## config.mk

```make
export PLATFORM = sky130hd
export DESIGN_NAME = ggvc_front
export DESIGN_NICKNAME = d
export VERILOG_FILES = /design/src/rtl/core/ggvc_pkg.sv /design/src/rtl/core/ggvc_front.sv
export SDC_FILE = /design/constraint.sdc
export NUM_CORES = 2
export LEC_CHECK = 0
export BUFFER_PORTS_ARGS = -buffer_cell sky130_fd_sc_hd__buf_2
export CAP_MARGIN = 20
export CORE_ASPECT_RATIO = 2
export CORE_MARGIN = 4
export CORE_UTILIZATION = 40
export CTS_BUF_LIST = sky130_fd_sc_hd__clkbuf_8
export DETAILED_ROUTE_END_ITERATION = 12
export PLACE_DENSITY = 0.65
export SLEW_MARGIN = 20
export SYNTH_ARGS = -nofsm -noshare
export SYNTH_HDL_FRONTEND = slang
export SYNTH_SLANG_ARGS = --single-unit
export TNS_END_PERCENT = 10
```

## constraint.sdc

```tcl
create_clock -name i_clk -period 8.72 [get_ports i_clk]
set_input_delay 1.744 -clock i_clk [delete_from_list [all_inputs] [get_ports i_clk]]
set_output_delay 1.744 -clock i_clk [all_outputs]
set_load 0.1 [all_outputs]
```

## src/rtl/core/ggvc_pkg.sv

```systemverilog
// ============================================================================
// ggvc_pkg
// Shared types, widths, constants and the arctangent table for the
// go-to-goal velocity controller.
// ============================================================================
`timescale 1ns / 1ps

package ggvc_pkg;

    // CORDIC depth; the arctangent table holds 24 entries
    localparam int CORDIC_STAGES = 16;
    localparam int ATAN_ENTRIES  = 24;
    localparam int NUM_ITER      = (CORDIC_STAGES < ATAN_ENTRIES) ? CORDIC_STAGES
                                                                  : ATAN_ENTRIES;

    // field and datapath widths
    localparam int POS_W      = 16;
    localparam int ERR_W      = POS_W + 1;   // goal - pos
    localparam int SQ_W       = 32;          // dx*dx, tol*tol
    localparam int VEC_W      = 35;          // CORDIC x/y, error << 14 plus gain growth
    localparam int ROT_ZW     = 33;          // rotation residual angle
    localparam int ANG_W      = 32;          // binary angle, 2^31 = pi
    localparam int GAIN_W     = 12;
    localparam int TOL_W      = 16;
    localparam int CMD_W      = 16;
    localparam int CFG_IDX_W  = 2;
    localparam int CFG_DATA_W = 16;

    // reset values of the registers
    localparam logic [GAIN_W-1:0] LINEAR_GAIN_RST = 12'd512;
    localparam logic [GAIN_W-1:0] TURN_GAIN_RST   = 12'd512;
    localparam logic [TOL_W-1:0]  ARRIVAL_TOL_RST = 16'd3;

    // 1/K in Q30 and pi in Q29
    localparam logic signed [30:0] INV_GAIN_Q30 = 31'sd652032874;
    localparam logic signed [31:0] PI_Q29       = 32'sd1686629713;

    // register indexes
    typedef enum logic [CFG_IDX_W-1:0] {
        CFG_LINEAR_GAIN = 2'd0,
        CFG_TURN_GAIN   = 2'd1,
        CFG_ARRIVAL_TOL = 2'd2
    } t_cfg_idx;

    // control that travels with an item between pipeline sections
    typedef struct packed {
        logic valid;
        logic reached;
    } t_ctl;

    // one result item
    typedef struct packed {
        logic                    reached;
        logic signed [CMD_W-1:0] linear_speed;
        logic signed [CMD_W-1:0] turn_rate;
    } t_result;

    // atan(2^-i) as a binary angle, 2^31 = pi
    function automatic logic [ANG_W-1:0] atan_entry(input int unsigned idx);
        logic [ANG_W-1:0] v;
        unique case (idx)
            0:  v = 32'h20000000;
            1:  v = 32'h12E4051E;
            2:  v = 32'h09FB385B;
            3:  v = 32'h051111D4;
            4:  v = 32'h028B0D43;
            5:  v = 32'h0145D7E1;
            6:  v = 32'h00A2F61E;
            7:  v = 32'h00517C55;
            8:  v = 32'h0028BE53;
            9:  v = 32'h00145F2F;
            10: v = 32'h000A2F98;
            11: v = 32'h000517CC;
            12: v = 32'h00028BE6;
            13: v = 32'h000145F3;
            14: v = 32'h0000A2FA;
            15: v = 32'h0000517D;
            16: v = 32'h000028BE;
            17: v = 32'h0000145F;
            18: v = 32'h00000A30;
            19: v = 32'h00000518;
            20: v = 32'h0000028C;
            21: v = 32'h00000146;
            22: v = 32'h000000A3;
            23: v = 32'h00000051;
            default: v = '0;
        endcase
        return v;
    endfunction

endpackage

```

## src/rtl/core/ggvc_front.sv

```systemverilog
// ============================================================================
// ggvc_front
// Position error, arrival check and quadrant pre-rotation (three stages).
// ============================================================================
`timescale 1ns / 1ps

module ggvc_front (
    input  logic                                 i_clk,
    input  logic                                 i_rst_n,
    input  logic                                 i_en,
    input  logic                                 i_valid,
    input  logic signed [ggvc_pkg::POS_W-1:0]    i_pos_x,
    input  logic signed [ggvc_pkg::POS_W-1:0]    i_pos_y,
    input  logic signed [ggvc_pkg::POS_W-1:0]    i_heading,
    input  logic signed [ggvc_pkg::POS_W-1:0]    i_goal_x,
    input  logic signed [ggvc_pkg::POS_W-1:0]    i_goal_y,
    input  logic        [ggvc_pkg::TOL_W-1:0]    i_tol,
    output ggvc_pkg::t_ctl                       o_ctl,
    output logic signed [ggvc_pkg::VEC_W-1:0]    o_x,
    output logic signed [ggvc_pkg::VEC_W-1:0]    o_y,
    output logic signed [ggvc_pkg::ROT_ZW-1:0]   o_z
);

    localparam logic signed [ggvc_pkg::ROT_ZW-1:0] QUARTER = 33'sd1073741824;
    localparam logic signed [ggvc_pkg::ROT_ZW-1:0] HALF    = 33'sd2147483648;

    // stage 1: error
    logic                                r_v1;
    logic signed [ggvc_pkg::ERR_W-1:0]   r_dx, r_dy;
    logic signed [ggvc_pkg::POS_W-1:0]   r_hd;
    // stage 2: squares, pre-rotated vector
    logic                                r_v2;
    logic        [ggvc_pkg::SQ_W-1:0]    r_dx2, r_dy2, r_tol2;
    logic signed [ggvc_pkg::VEC_W-1:0]   r_x2, r_y2;
    logic signed [ggvc_pkg::ROT_ZW-1:0]  r_z2;
    // stage 3: arrival flag
    logic                                r_v3, r_reached3;
    logic signed [ggvc_pkg::VEC_W-1:0]   r_x3, r_y3;
    logic signed [ggvc_pkg::ROT_ZW-1:0]  r_z3;

    logic signed [2*ggvc_pkg::ERR_W-1:0] dx_sq, dy_sq;
    logic signed [ggvc_pkg::VEC_W-1:0]   n_x2, n_y2, x0, y0;
    logic signed [ggvc_pkg::ROT_ZW-1:0]  n_z2, z0;
    logic        [ggvc_pkg::SQ_W:0]      dist2;

    assign dx_sq = r_dx * r_dx;
    assign dy_sq = r_dy * r_dy;

    // error scaled by 2^14, angle negated and scaled by 2^16
    always_comb begin
        x0 = $signed({{4{r_dx[ggvc_pkg::ERR_W-1]}}, r_dx, 14'b0});
        y0 = $signed({{4{r_dy[ggvc_pkg::ERR_W-1]}}, r_dy, 14'b0});
        z0 = -$signed({r_hd[ggvc_pkg::POS_W-1], r_hd, 16'b0});
        n_x2 = x0;
        n_y2 = y0;
        n_z2 = z0;
        // fold into +/- pi/2 by a half turn
        if (z0 > QUARTER) begin
            n_z2 = z0 - HALF;
            n_x2 = -x0;
            n_y2 = -y0;
        end else if (z0 < -QUARTER) begin
            n_z2 = z0 + HALF;
            n_x2 = -x0;
            n_y2 = -y0;
        end
    end

    assign dist2 = {1'b0, r_dx2} + {1'b0, r_dy2};

    always_ff @(posedge i_clk) begin
        if (!i_rst_n) begin
            r_v1 <= 1'b0;
            r_v2 <= 1'b0;
            r_v3 <= 1'b0;
        end else if (i_en) begin
            r_v1 <= i_valid;
            r_v2 <= r_v1;
            r_v3 <= r_v2;
        end
    end

    always_ff @(posedge i_clk) begin
        if (i_en) begin
            r_dx       <= $signed({i_goal_x[ggvc_pkg::POS_W-1], i_goal_x})
                        - $signed({i_pos_x[ggvc_pkg::POS_W-1], i_pos_x});
            r_dy       <= $signed({i_goal_y[ggvc_pkg::POS_W-1], i_goal_y})
                        - $signed({i_pos_y[ggvc_pkg::POS_W-1], i_pos_y});
            r_hd       <= i_heading;
            r_dx2      <= dx_sq[ggvc_pkg::SQ_W-1:0];
            r_dy2      <= dy_sq[ggvc_pkg::SQ_W-1:0];
            r_tol2     <= i_tol * i_tol;
            r_x2       <= n_x2;
            r_y2       <= n_y2;
            r_z2       <= n_z2;
            r_reached3 <= dist2 <= {1'b0, r_tol2};
            r_x3       <= r_x2;
            r_y3       <= r_y2;
            r_z3       <= r_z2;
        end
    end

    assign o_ctl = '{valid: r_v3, reached: r_reached3};
    assign o_x   = r_x3;
    assign o_y   = r_y3;
    assign o_z   = r_z3;

endmodule

```

==> results.yml <==
logic_synthesis:
  yosys.area.top_type: "fa_1"
  ys_ff_latch: 263
  synth-warning-count: 0
  synth_top_area_share: 0.347
  synth_async_sr_flop_share: 0
  synth.cell_area_um2: 39200
  synth_cell_types: 80
  yosysSeqAreaShare: 0.200
  synthTopCellsByArea: "fa_1, edfxtp_1, ha_1"
  avgSynthCellArea_um2: 10.1
  syn_inst: 3898
  synthFlopType: "edfxtp_1"
  synth_edf_count: 260
global_routing:
  grt_overflow: 0
  grt_max_degree: 105
  grt_pass1_wl_um: 150000
  antenna_found_initial: 3
  grt_usage: 0.183
  grt_pass1_vias: 29700
die:
  rows: 162
  core-area_um2: 97500
  die_w_um: 229
  start_util: 0.403
  die_h_um: 451
  dieArea_um2: 103000
  boundaryPins: 205
drt:
  dr.pass1.iters: 7
  viasPerCell: 4.95
  antenna_left: 0
  drcViolationCount: 0
  routed_wl_um: 93800
  vias: 26600
  dr.first_iter.drc_count: 1016
  routedWlPerCell_um: 17.4
job:
  cap_viol_max_count: 0
clocking:
  cts_setup_buffers: 0
  insertion_delay_ns: 0.64
  cts_buffers: 46
  cts-root-buf: "clkbuf_8"
  htree_levels: 2
  holdBufCountCts: 0
  cts_tree: "done"
  post_cts_resize_count: 0
  clkTransAtPathRegs_ns: 0.06
  clkSinkCount: 263
  cts_buffer_depth: 3
setup_path:
  path_cells: "clkinv_1 > nor2_1 > fa_1 > fa_1 > inv_1 > fa_1 > inv_1 > fa_1 > fa_1 > inv_1 > fa_1 > inv_1 > ha_1 > a2111oi_0 > o21ai_0 > o21ai_0 > nand4_1 > and3_1 > a2111oi_0 > o21bai_1 > a21oi_1 > xor2_1"
  cp_slowest_stage_delay_ns: 0.74
  path_common_cell: "fa_1"
  cp_max_fo: 13
  required_ns: 9.19
  arrival_ns: 7.97
  cpMaxStageDelayCell: "edfxtp_1"
  crit_type: "reg -> reg"
  crit_path_start_kind: "flop"
  end_kind: "flop"
sta:
  worst_slew_pin_slew_ns: 1.10
  slew_headroom: 0.267
  max_freq_mhz: 133
  period_share: 0.860
  rsz0062_at_grt: "no"
  hold_slack_ns: 0.416
  hold_viol_final: 0
  fin_ws_ns: 1.22
  drv_slew: 0
  fin_crit_ns: 7.50
  fin_tns_setup_ns: 0
  skew_ns: 0.0279
  setup_violations: 0
placed_design:
  place_congestion: 0.904
  dp_hpwl_um: 77700
  pre_cts_ws_ns: 0.633
  port_buffers: 160
cells_and_area:
  fill_cells: 9426
  drive_gt1_frac: 0.0716
  nets: 5188
  syn_to_final_growth_pct: 7.55
run_status:
  status: "completed"
min_path:
  min_path_type: "reg -> reg"
## critical path, delay by kind of cell, from the launching register on
| family | cells | cell delay [ns] |
|---|---|---|
| fa+ha+maj | 7 | 3.31 |
| xor+xnor | 1 | 0.20 |
| flops | 1 | 0.74 |
| simple gates | 3 | 0.91 |
| compound gates | 6 | 1.42 |
| buf+inv | 5 | 0.77 |
## cells in the mapped netlist, drive strengths merged (4+ instances only)
master   count
a2111oi      9
a211o        7
a211oi      11
a21boi      10
a21o        57
a21oi      113
a31o        13
a31oi       11
and2       140
and3        19
buf         53
clkbuf      79
clkinv      10
edfxtp     260
fa         680
ha         374
inv        977
mux2         6
mux2i        5
nand2      286
nand2b      24
nand3       41
nand4        9
nor2       178
nor2b       48
nor3        43
nor4         8
o211ai       5
o21a        28
o21ai       72
o21bai      14
o31ai        7
or2         17
or3         15
or4          4
xnor2      152
xor2        59
## cells by family (layout without fill, tap and decap cells)
logic type,Yosys count,count (layout),share of synthesized area
buf+inv,1119,1244,0.112
flops,263,263,0.200
compound gates,398,398,0.0682
simple gates,841,841,0.103
other cells,1,45,0.0000955
mux,11,11,0.00300
fa+ha+maj,1054,1054,0.466
xor+xnor,211,211,0.0471
## cell type report
| cell class | instances | area [µm²] | share of cell area |
|---|---|---|---|
| multi-input cells | 2559 | 27200 | 0.643 |
| flip-flops and latches | 263 | 7870 | 0.186 |
| inverters | 987 | 3700 | 0.0878 |
| well taps | 1312 | 1640 | 0.0389 |
| repair buffers | 177 | 938 | 0.0222 |
| clock buffers | 49 | 674 | 0.0160 |
| clock inverters | 31 | 229 | 0.00542 |
| diodes | 1 | 2.50 | 0.0000593 |
## layout by cell type, fill, tap and decap left out, types with 28 or more instances in the layout
cell,netlist,final
inv_1,977,985
fa_1,680,680
ha_1,374,374
nand2_1,285,285
edfxtp_1,260,260
nor2_1,178,178
buf_2,0,159
xnor2_1,152,152
and2_1,140,140
a21oi_1,113,113
o21ai_0,69,69
xor2_1,59,59
a21o_1,57,57
clkbuf_8,0,49
nor2b_1,48,48
conb_1,1,44
nor3_1,42,42
nand3_1,41,41
o21a_1,28,28
## per-stage QoR
step           instances   util  cell area (µm²)
3_3_place_gp        5298  0.424            41300
5_1_grt             5379  0.433            42200
6_report            5379  0.433            42200
4_1_cts             5378  0.433            42200
3_5_place_dp        5298  0.424            41300
2_1_floorplan       3941      -            39400
## routing by layer
metal  global-route usage  up-vias  share of wire
li1                     -    12200              -
met1                0.181    13400           0.33
met2                0.367      669           0.57
met3               0.0187      294          0.036
met4               0.0992        0          0.063
met5                    0        -              0
## flip-flops by register name, indices dropped and copies added (netlist names)
signal / flops
r_hd: 16
r_y2: 20
r_dx: 17
r_dy2: 31
r_tol2: 31
r_v1: 1
o_y: 21
r_reached3: 1
o_x: 21
r_v2: 1
r_dx2: 31
r_z2: 17
o_z: 17
r_v3: 1
r_dy: 17
r_x2: 20
## worst paths after layout
kind,cells after the start,endpoint,slack [ns],from
hold / removal,0,o_z[28],0.42,r_z2[28]
setup reg to reg,22,r_dy2[31],1.22,r_dy[14]
hold reg to reg,0,o_z[28],0.42,r_z2[28]
setup / recovery,22,r_dy2[31],1.22,r_dy[14]
Power is not shown: default switching activity piles up to over one toggle a cycle in this logic, so the estimate is an artifact.
