--- config.mk ---
export PLATFORM = sky130hd
export DESIGN_NAME = ggvc_cmd
export DESIGN_NICKNAME = d
export VERILOG_FILES = /design/src/rtl/core/ggvc_pkg.sv /design/src/rtl/core/ggvc_cmd.sv
export SDC_FILE = /design/constraint.sdc
export NUM_CORES = 2
export LEC_CHECK = 0
export ABC_AREA = 1
export ABC_CLOCK_PERIOD_IN_PS = 8670
export BUFFER_PORTS_ARGS = -buffer_cell sky130_fd_sc_hd__buf_2
export CAP_MARGIN = 10
export CORE_MARGIN = 2
export CORE_UTILIZATION = 50
export CTS_CLUSTER_SIZE = 16
export DETAILED_ROUTE_END_ITERATION = 12
export MAX_ROUTING_LAYER = met4
export PLACE_DENSITY = 0.66
export SLEW_MARGIN = 10
export SYNTH_ARGS = -nofsm -noshare
export SYNTH_HDL_FRONTEND = slang
export SYNTH_SLANG_ARGS = --single-unit
--- constraint.sdc ---
create_clock -name i_clk -period 8.67 [get_ports i_clk]
set_input_delay 1.3005 -clock i_clk [delete_from_list [all_inputs] [get_ports i_clk]]
set_output_delay 1.3005 -clock i_clk [all_outputs]
set_load 0.005 [all_outputs]
--- src/rtl/core/ggvc_pkg.sv ---
// ============================================================================
// ggvc_pkg
// Shared types, widths, constants and the arctangent table for the
// go-to-goal velocity controller.
// ============================================================================
`timescale 1ns / 1ps

package ggvc_pkg;

    // CORDIC depth; the arctangent table holds 24 entries
    localparam int CORDIC_STAGES = 16;
    localparam int ATAN_ENTRIES  = 24;
    localparam int NUM_ITER      = (CORDIC_STAGES < ATAN_ENTRIES) ? CORDIC_STAGES
                                                                  : ATAN_ENTRIES;

    // field and datapath widths
    localparam int POS_W      = 16;
    localparam int ERR_W      = POS_W + 1;   // goal - pos
    localparam int SQ_W       = 32;          // dx*dx, tol*tol
    localparam int VEC_W      = 35;          // CORDIC x/y, error << 14 plus gain growth
    localparam int ROT_ZW     = 33;          // rotation residual angle
    localparam int ANG_W      = 32;          // binary angle, 2^31 = pi
    localparam int GAIN_W     = 12;
    localparam int TOL_W      = 16;
    localparam int CMD_W      = 16;
    localparam int CFG_IDX_W  = 2;
    localparam int CFG_DATA_W = 16;

    // reset values of the registers
    localparam logic [GAIN_W-1:0] LINEAR_GAIN_RST = 12'd512;
    localparam logic [GAIN_W-1:0] TURN_GAIN_RST   = 12'd512;
    localparam logic [TOL_W-1:0]  ARRIVAL_TOL_RST = 16'd3;

    // 1/K in Q30 and pi in Q29
    localparam logic signed [30:0] INV_GAIN_Q30 = 31'sd652032874;
    localparam logic signed [31:0] PI_Q29       = 32'sd1686629713;

    // register indexes
    typedef enum logic [CFG_IDX_W-1:0] {
        CFG_LINEAR_GAIN = 2'd0,
        CFG_TURN_GAIN   = 2'd1,
        CFG_ARRIVAL_TOL = 2'd2
    } t_cfg_idx;

    // control that travels with an item between pipeline sections
    typedef struct packed {
        logic valid;
        logic reached;
    } t_ctl;

    // one result item
    typedef struct packed {
        logic                    reached;
        logic signed [CMD_W-1:0] linear_speed;
        logic signed [CMD_W-1:0] turn_rate;
    } t_result;

    // atan(2^-i) as a binary angle, 2^31 = pi
    function automatic logic [ANG_W-1:0] atan_entry(input int unsigned idx);
        logic [ANG_W-1:0] v;
        unique case (idx)
            0:  v = 32'h20000000;
            1:  v = 32'h12E4051E;
            2:  v = 32'h09FB385B;
            3:  v = 32'h051111D4;
            4:  v = 32'h028B0D43;
            5:  v = 32'h0145D7E1;
            6:  v = 32'h00A2F61E;
            7:  v = 32'h00517C55;
            8:  v = 32'h0028BE53;
            9:  v = 32'h00145F2F;
            10: v = 32'h000A2F98;
            11: v = 32'h000517CC;
            12: v = 32'h00028BE6;
            13: v = 32'h000145F3;
            14: v = 32'h0000A2FA;
            15: v = 32'h0000517D;
            16: v = 32'h000028BE;
            17: v = 32'h0000145F;
            18: v = 32'h00000A30;
            19: v = 32'h00000518;
            20: v = 32'h0000028C;
            21: v = 32'h00000146;
            22: v = 32'h000000A3;
            23: v = 32'h00000051;
            default: v = '0;
        endcase
        return v;
    endfunction

endpackage

--- src/rtl/core/ggvc_cmd.sv ---
// ============================================================================
// ggvc_cmd
// Command scaling: 1/K and radian conversion, gains, rounding, saturation
// and the arrival override (four stages).
// ============================================================================
`timescale 1ns / 1ps

module ggvc_cmd (
    input  logic                                 i_clk,
    input  logic                                 i_rst_n,
    input  logic                                 i_en,
    input  ggvc_pkg::t_ctl                       i_ctl,
    input  logic signed [ggvc_pkg::VEC_W-1:0]    i_x_rot,
    input  logic        [ggvc_pkg::ANG_W-1:0]    i_ang,
    input  logic        [ggvc_pkg::GAIN_W-1:0]   i_linear_gain,
    input  logic        [ggvc_pkg::GAIN_W-1:0]   i_turn_gain,
    output logic                                 o_valid,
    output ggvc_pkg::t_result                    o_res
);

    localparam int PP_W  = 49;   // partial products
    localparam int SUM_W = 66;   // recombined products
    localparam int TX_W  = 33;
    localparam int RAD_W = 32;
    localparam int LP_W  = 46;
    localparam int TP_W  = 45;
    localparam int LIN_W = LP_W - 22;

    localparam logic [ggvc_pkg::ANG_W-1:0] HALF_TURN = 32'h8000_0000;

    function automatic logic signed [ggvc_pkg::CMD_W-1:0] sat16(
        input logic signed [LIN_W-1:0] v
    );
        logic signed [ggvc_pkg::CMD_W-1:0] r;
        if (v > 24'sd32767)       r = 16'sd32767;
        else if (v < -24'sd32768) r = -16'sd32768;
        else                      r = v[ggvc_pkg::CMD_W-1:0];
        return r;
    endfunction

    logic                    r_v1, r_v2, r_v3;
    logic                    r_rch1, r_rch2, r_rch3;
    logic signed [PP_W-1:0]  r_px_hi, r_px_lo, r_pz_hi, r_pz_lo;
    logic signed [TX_W-1:0]  r_tx;
    logic signed [RAD_W-1:0] r_rad;
    logic signed [LP_W-1:0]  r_lp;
    logic signed [TP_W-1:0]  r_tp;
    logic                    r_valid;
    ggvc_pkg::t_result       r_res;

    logic signed [32:0]      z33;
    logic signed [PP_W-1:0]  n_px_hi, n_px_lo, n_pz_hi, n_pz_lo;
    logic signed [SUM_W-1:0] sum_x, sum_z;
    logic signed [LP_W-1:0]  lin_sum;
    logic signed [TP_W-1:0]  trn_sum;
    logic signed [ggvc_pkg::CMD_W-1:0] lin_sat, trn_sat;

    // stage 1: split products (x by 1/K, angle by pi)
    always_comb begin
        if (i_ang == HALF_TURN) z33 = 33'sd2147483648;   // half turn counts as +pi
        else                    z33 = $signed({i_ang[ggvc_pkg::ANG_W-1], i_ang});
        n_px_hi = $signed(i_x_rot[ggvc_pkg::VEC_W-1:17]) * ggvc_pkg::INV_GAIN_Q30;
        n_px_lo = $signed({1'b0, i_x_rot[16:0]}) * ggvc_pkg::INV_GAIN_Q30;
        n_pz_hi = $signed(z33[32:16]) * ggvc_pkg::PI_Q29;
        n_pz_lo = $signed({1'b0, z33[15:0]}) * ggvc_pkg::PI_Q29;
    end

    // stage 2: recombine with rounding
    assign sum_x = (SUM_W'(r_px_hi) <<< 17) + SUM_W'(r_px_lo) + (SUM_W'(1) <<< 29);
    assign sum_z = (SUM_W'(r_pz_hi) <<< 16) + SUM_W'(r_pz_lo) + (SUM_W'(1) <<< 31);

    // stage 4: round, saturate
    assign lin_sum = r_lp + (LP_W'(1) <<< 21);
    assign trn_sum = r_tp + (TP_W'(1) <<< 23);
    assign lin_sat = sat16(lin_sum[LP_W-1:22]);
    assign trn_sat = sat16(LIN_W'($signed(trn_sum[TP_W-1:24])));

    always_ff @(posedge i_clk) begin
        if (!i_rst_n) begin
            r_v1    <= 1'b0;
            r_v2    <= 1'b0;
            r_v3    <= 1'b0;
            r_valid <= 1'b0;
        end else if (i_en) begin
            r_v1    <= i_ctl.valid;
            r_v2    <= r_v1;
            r_v3    <= r_v2;
            r_valid <= r_v3;
        end
    end

    always_ff @(posedge i_clk) begin
        if (i_en) begin
            r_rch1  <= i_ctl.reached;
            r_px_hi <= n_px_hi;
            r_px_lo <= n_px_lo;
            r_pz_hi <= n_pz_hi;
            r_pz_lo <= n_pz_lo;

            r_rch2  <= r_rch1;
            r_tx    <= sum_x[TX_W+29:30];
            r_rad   <= sum_z[RAD_W+31:32];

            r_rch3  <= r_rch2;
            r_lp    <= $signed({1'b0, i_linear_gain}) * r_tx;
            r_tp    <= $signed({1'b0, i_turn_gain}) * r_rad;

            r_res.reached <= r_rch3;
            if (r_rch3) begin
                r_res.linear_speed <= '0;
                r_res.turn_rate    <= '0;
            end else begin
                r_res.linear_speed <= lin_sat;
                // zero forward gain means a zero vector: no turn either
                r_res.turn_rate    <= (i_linear_gain == '0) ? '0 : trn_sat;
            end
        end
    end

    assign o_valid = r_valid;
    assign o_res   = r_res;

endmodule

==> flow_metrics.env <==
export IMPL_routed_via_count=61900
export IMPL_drc_errors=0
export IMPL_hold_violations=0
export IMPL_io_buffers=129
export IMPL_worstPathMaxFanout=9
export IMPL_post_cts_buffers=0
export IMPL_routedWlPerCell_um=19.2
export IMPL_cts_tree="yes"
export IMPL_r2r_end="r_tp[44]"
export IMPL_min_from="r_rch1"
export IMPL_hold_path_end="r_rch2"
export IMPL_start_util=0.504
export IMPL_die_x_um=404
export IMPL_path_class="input port to flip-flop"
export IMPL_cts_hold_buffers=0
export IMPL_drt_initial_drc_count=4078
export IMPL_fp_row_count=146
export IMPL_gp_congestion=0.978
export IMPL_final_setup_viol_count=0
export IMPL_cts_num_sinks=305
export IMPL_ff2ff_setup_slack_ps=2770
export IMPL_finClkSkew_ps=31.9
export IMPL_die_h_um=404
export IMPL_worst_r2r_cell_count=19
export IMPL_yosysWarningCount=0
export IMPL_clkLatencyLatePin_ps=630
export IMPL_track_usage=0.294
export IMPL_antenna_found_initial=17
export IMPL_grt_overflow=0
export IMPL_coreArea_mm2=0.159
export IMPL_drive_gt1_frac=0.0248
export IMPL_synth_most_common_cell="inv_1"
export IMPL_slew_violations=0
export IMPL_cts_buffer_depth=3
export IMPL_ys_async_sr_fraction=0
export IMPL_firstDrtPassIters=8
export IMPL_clk_pin_slew_ps=70
export IMPL_viasPerCell=5.22
export IMPL_grt_pass1_wl_mm=364
export IMPL_hold_depth=0
export IMPL_synth_area_leaders="fa_1 35%, ha_1 16%, inv_1 12%"
export IMPL_synth_edf_count=301
export IMPL_grt_pass1_vias=65400
export IMPL_synth_top_cell_area_share=0.351
export IMPL_seq_area_frac_synth=0.114
export IMPL_tns_ps=0
export IMPL_ys_top_cells_by_count="2,624 x inv_1, 1,929 x nand2_1, 1,399 x fa_1, 1,013 x ha_1, 708 x nor2_1"
export IMPL_cp_end_kind="flip-flop"
export IMPL_fin_crit_sh=0.780
export IMPL_hold_path_class="flip-flop to flip-flop"
export IMPL_synth_avg_cell_area_um2=8.20
export IMPL_tightestPinTransition_ps=989
export IMPL_syn_nets=12300
export IMPL_cp_required_ps=9050
export IMPL_max_freq_ghz=0.148
export IMPL_ys_ff_latch=305
export IMPL_worstSetupStartpointType="input port"
export IMPL_arrival_ps=7140
export IMPL_place_hpwl_mm=198
export IMPL_r2r_start="r_rad[31]"
export IMPL_maxCapViolations=0
export IMPL_grt_setup_unrepaired="no"
export IMPL_nNetsFinal=12200
export IMPL_synth_area_mm2=0.0798
export IMPL_io_pins=130
export IMPL_syn_inst=9742
export IMPL_grt_max_degree=82
export IMPL_wl_mm=227
export IMPL_area_growth_pct=4.92
export IMPL_cts_resized=0
export IMPL_maxSlewHeadroom=0.341
export IMPL_synth_cell_types=52
export IMPL_die_area_mm2=0.163
export IMPL_status="complete, no violations"
export IMPL_finalCriticalPeriod_ps=6760
export IMPL_ys_flop_type="edfxtp_1"
export IMPL_netlist_top_cell_by_area="fa_1"
export IMPL_h_tree_depth=2
export IMPL_antenna_left=0
export IMPL_numCtsBuffers=38
export IMPL_cts_root_buf="clkbuf_16"
## worst max-delay path: stages
cell,delay (ps)
buf_2,170
inv_1,280
nand3_1,140
nor4_1,220
nand2_1,110
nor2_1,190
buf_4,190
nor2_1,60
inv_1,260
fa_1,500
fa_1,580
fa_1,450
fa_1,500
fa_1,490
inv_1,40
ha_1,320
a21oi_1,220
nor2_1,60
nor2_1,210
nor2_1,80
o21ai_0,250
nand4_1,210
nand2_1,130
nand2_1,60
nand2_1,60
nand2_1,50
## cell families after synthesis
| kind of cell | count (synthesis) | share of synthesized area |
|---|---|---|
| buf+inv | 2816 | 0.133 |
| compound gates | 847 | 0.0596 |
| fa+ha+maj | 2412 | 0.510 |
| xor+xnor | 243 | 0.0267 |
| simple gates | 3119 | 0.157 |
| flops | 305 | 0.114 |
## worst max-delay path by stage
stage                        start           to  slack [ps]  cells past startpoint
after floorplan           i_ang[5]  r_pz_hi[37]        2020                     23
after global placement    i_ang[5]  r_pz_hi[39]        1310                     26
after detailed placement  i_ang[5]  r_pz_hi[39]        1290                     26
after CTS                 i_ang[5]  r_pz_hi[39]        1960                     26
after global routing      i_ang[5]  r_pz_hi[37]        1630                     25
final                     i_ang[5]  r_pz_hi[39]        1910                     26
## metal layers
layer / share of wire / wire length, um / vias up / global-route usage
li1: - / - / 29400 / -
met1: 0.45 / 103000 / 30600 / 0.404
met2: 0.47 / 107000 / 1618 / 0.479
met3: 0.056 / 12600 / 246 / 0.0309
met4: 0.018 / 4060 / 0 / 0.0516
met5: 0 / 0 / - / -
## cell type report
class | count | area, um^2
inverters | 2628 | 9860
flip-flops and latches | 305 | 9120
clock inverters | 24 | 333
clock buffers | 44 | 973
well taps | 2072 | 2590
multi-input cells | 6621 | 60100
fillers | 15200 | 74800
repair buffers | 140 | 738
diodes | 13 | 32.5
## cells in the final DEF (no fill, tap or decap), types with 7 or more instances in the layout
cell type / instances
a21boi_0: 19
a21o_1: 45
a21oi_1: 392
a31oi_1: 32
and3_1: 16
buf_2: 128
buf_4: 11
clkbuf_16: 38
clkinv_4: 7
diode_2: 13
edfxtp_1: 301
fa_1: 1399
ha_1: 1013
inv_1: 2624
nand2_1: 1929
nand3_1: 262
nand3b_1: 7
nand4_1: 53
nor2_1: 708
nor3_1: 76
nor4_1: 31
o211ai_1: 16
o21a_1: 35
o21ai_0: 238
o21ai_2: 9
o21bai_1: 46
or2_2: 7
xnor2_1: 68
xor2_1: 174
## sequential cells by signal, indices dropped and copies added, names as in the netlist, 22 cells and up
signal,cells
r_tp,22
o_res,33
r_px_hi,45
r_lp,25
r_pz_hi,48
r_tx,33
r_rad,32
r_pz_lo,31
r_px_lo,29
## metrics by stage
step           hold WS, ps   util  instance area (um^2)  setup slack [ps]  std cells
2_1_floorplan          400      -                 79800              2020       9742
3_3_place_gp           425  0.520                 82400              1310      11800
3_5_place_dp           414  0.520                 82400              1290      11800
4_1_cts                442  0.528                 83700              1960      11800
5_1_grt                453  0.528                 83800              1630      11800
6_report               434  0.528                 83800              1910      11800
Power is left out: the tool's default activity adds up to more than one toggle a clock period on the data nets, which glitch-free logic cannot reach.
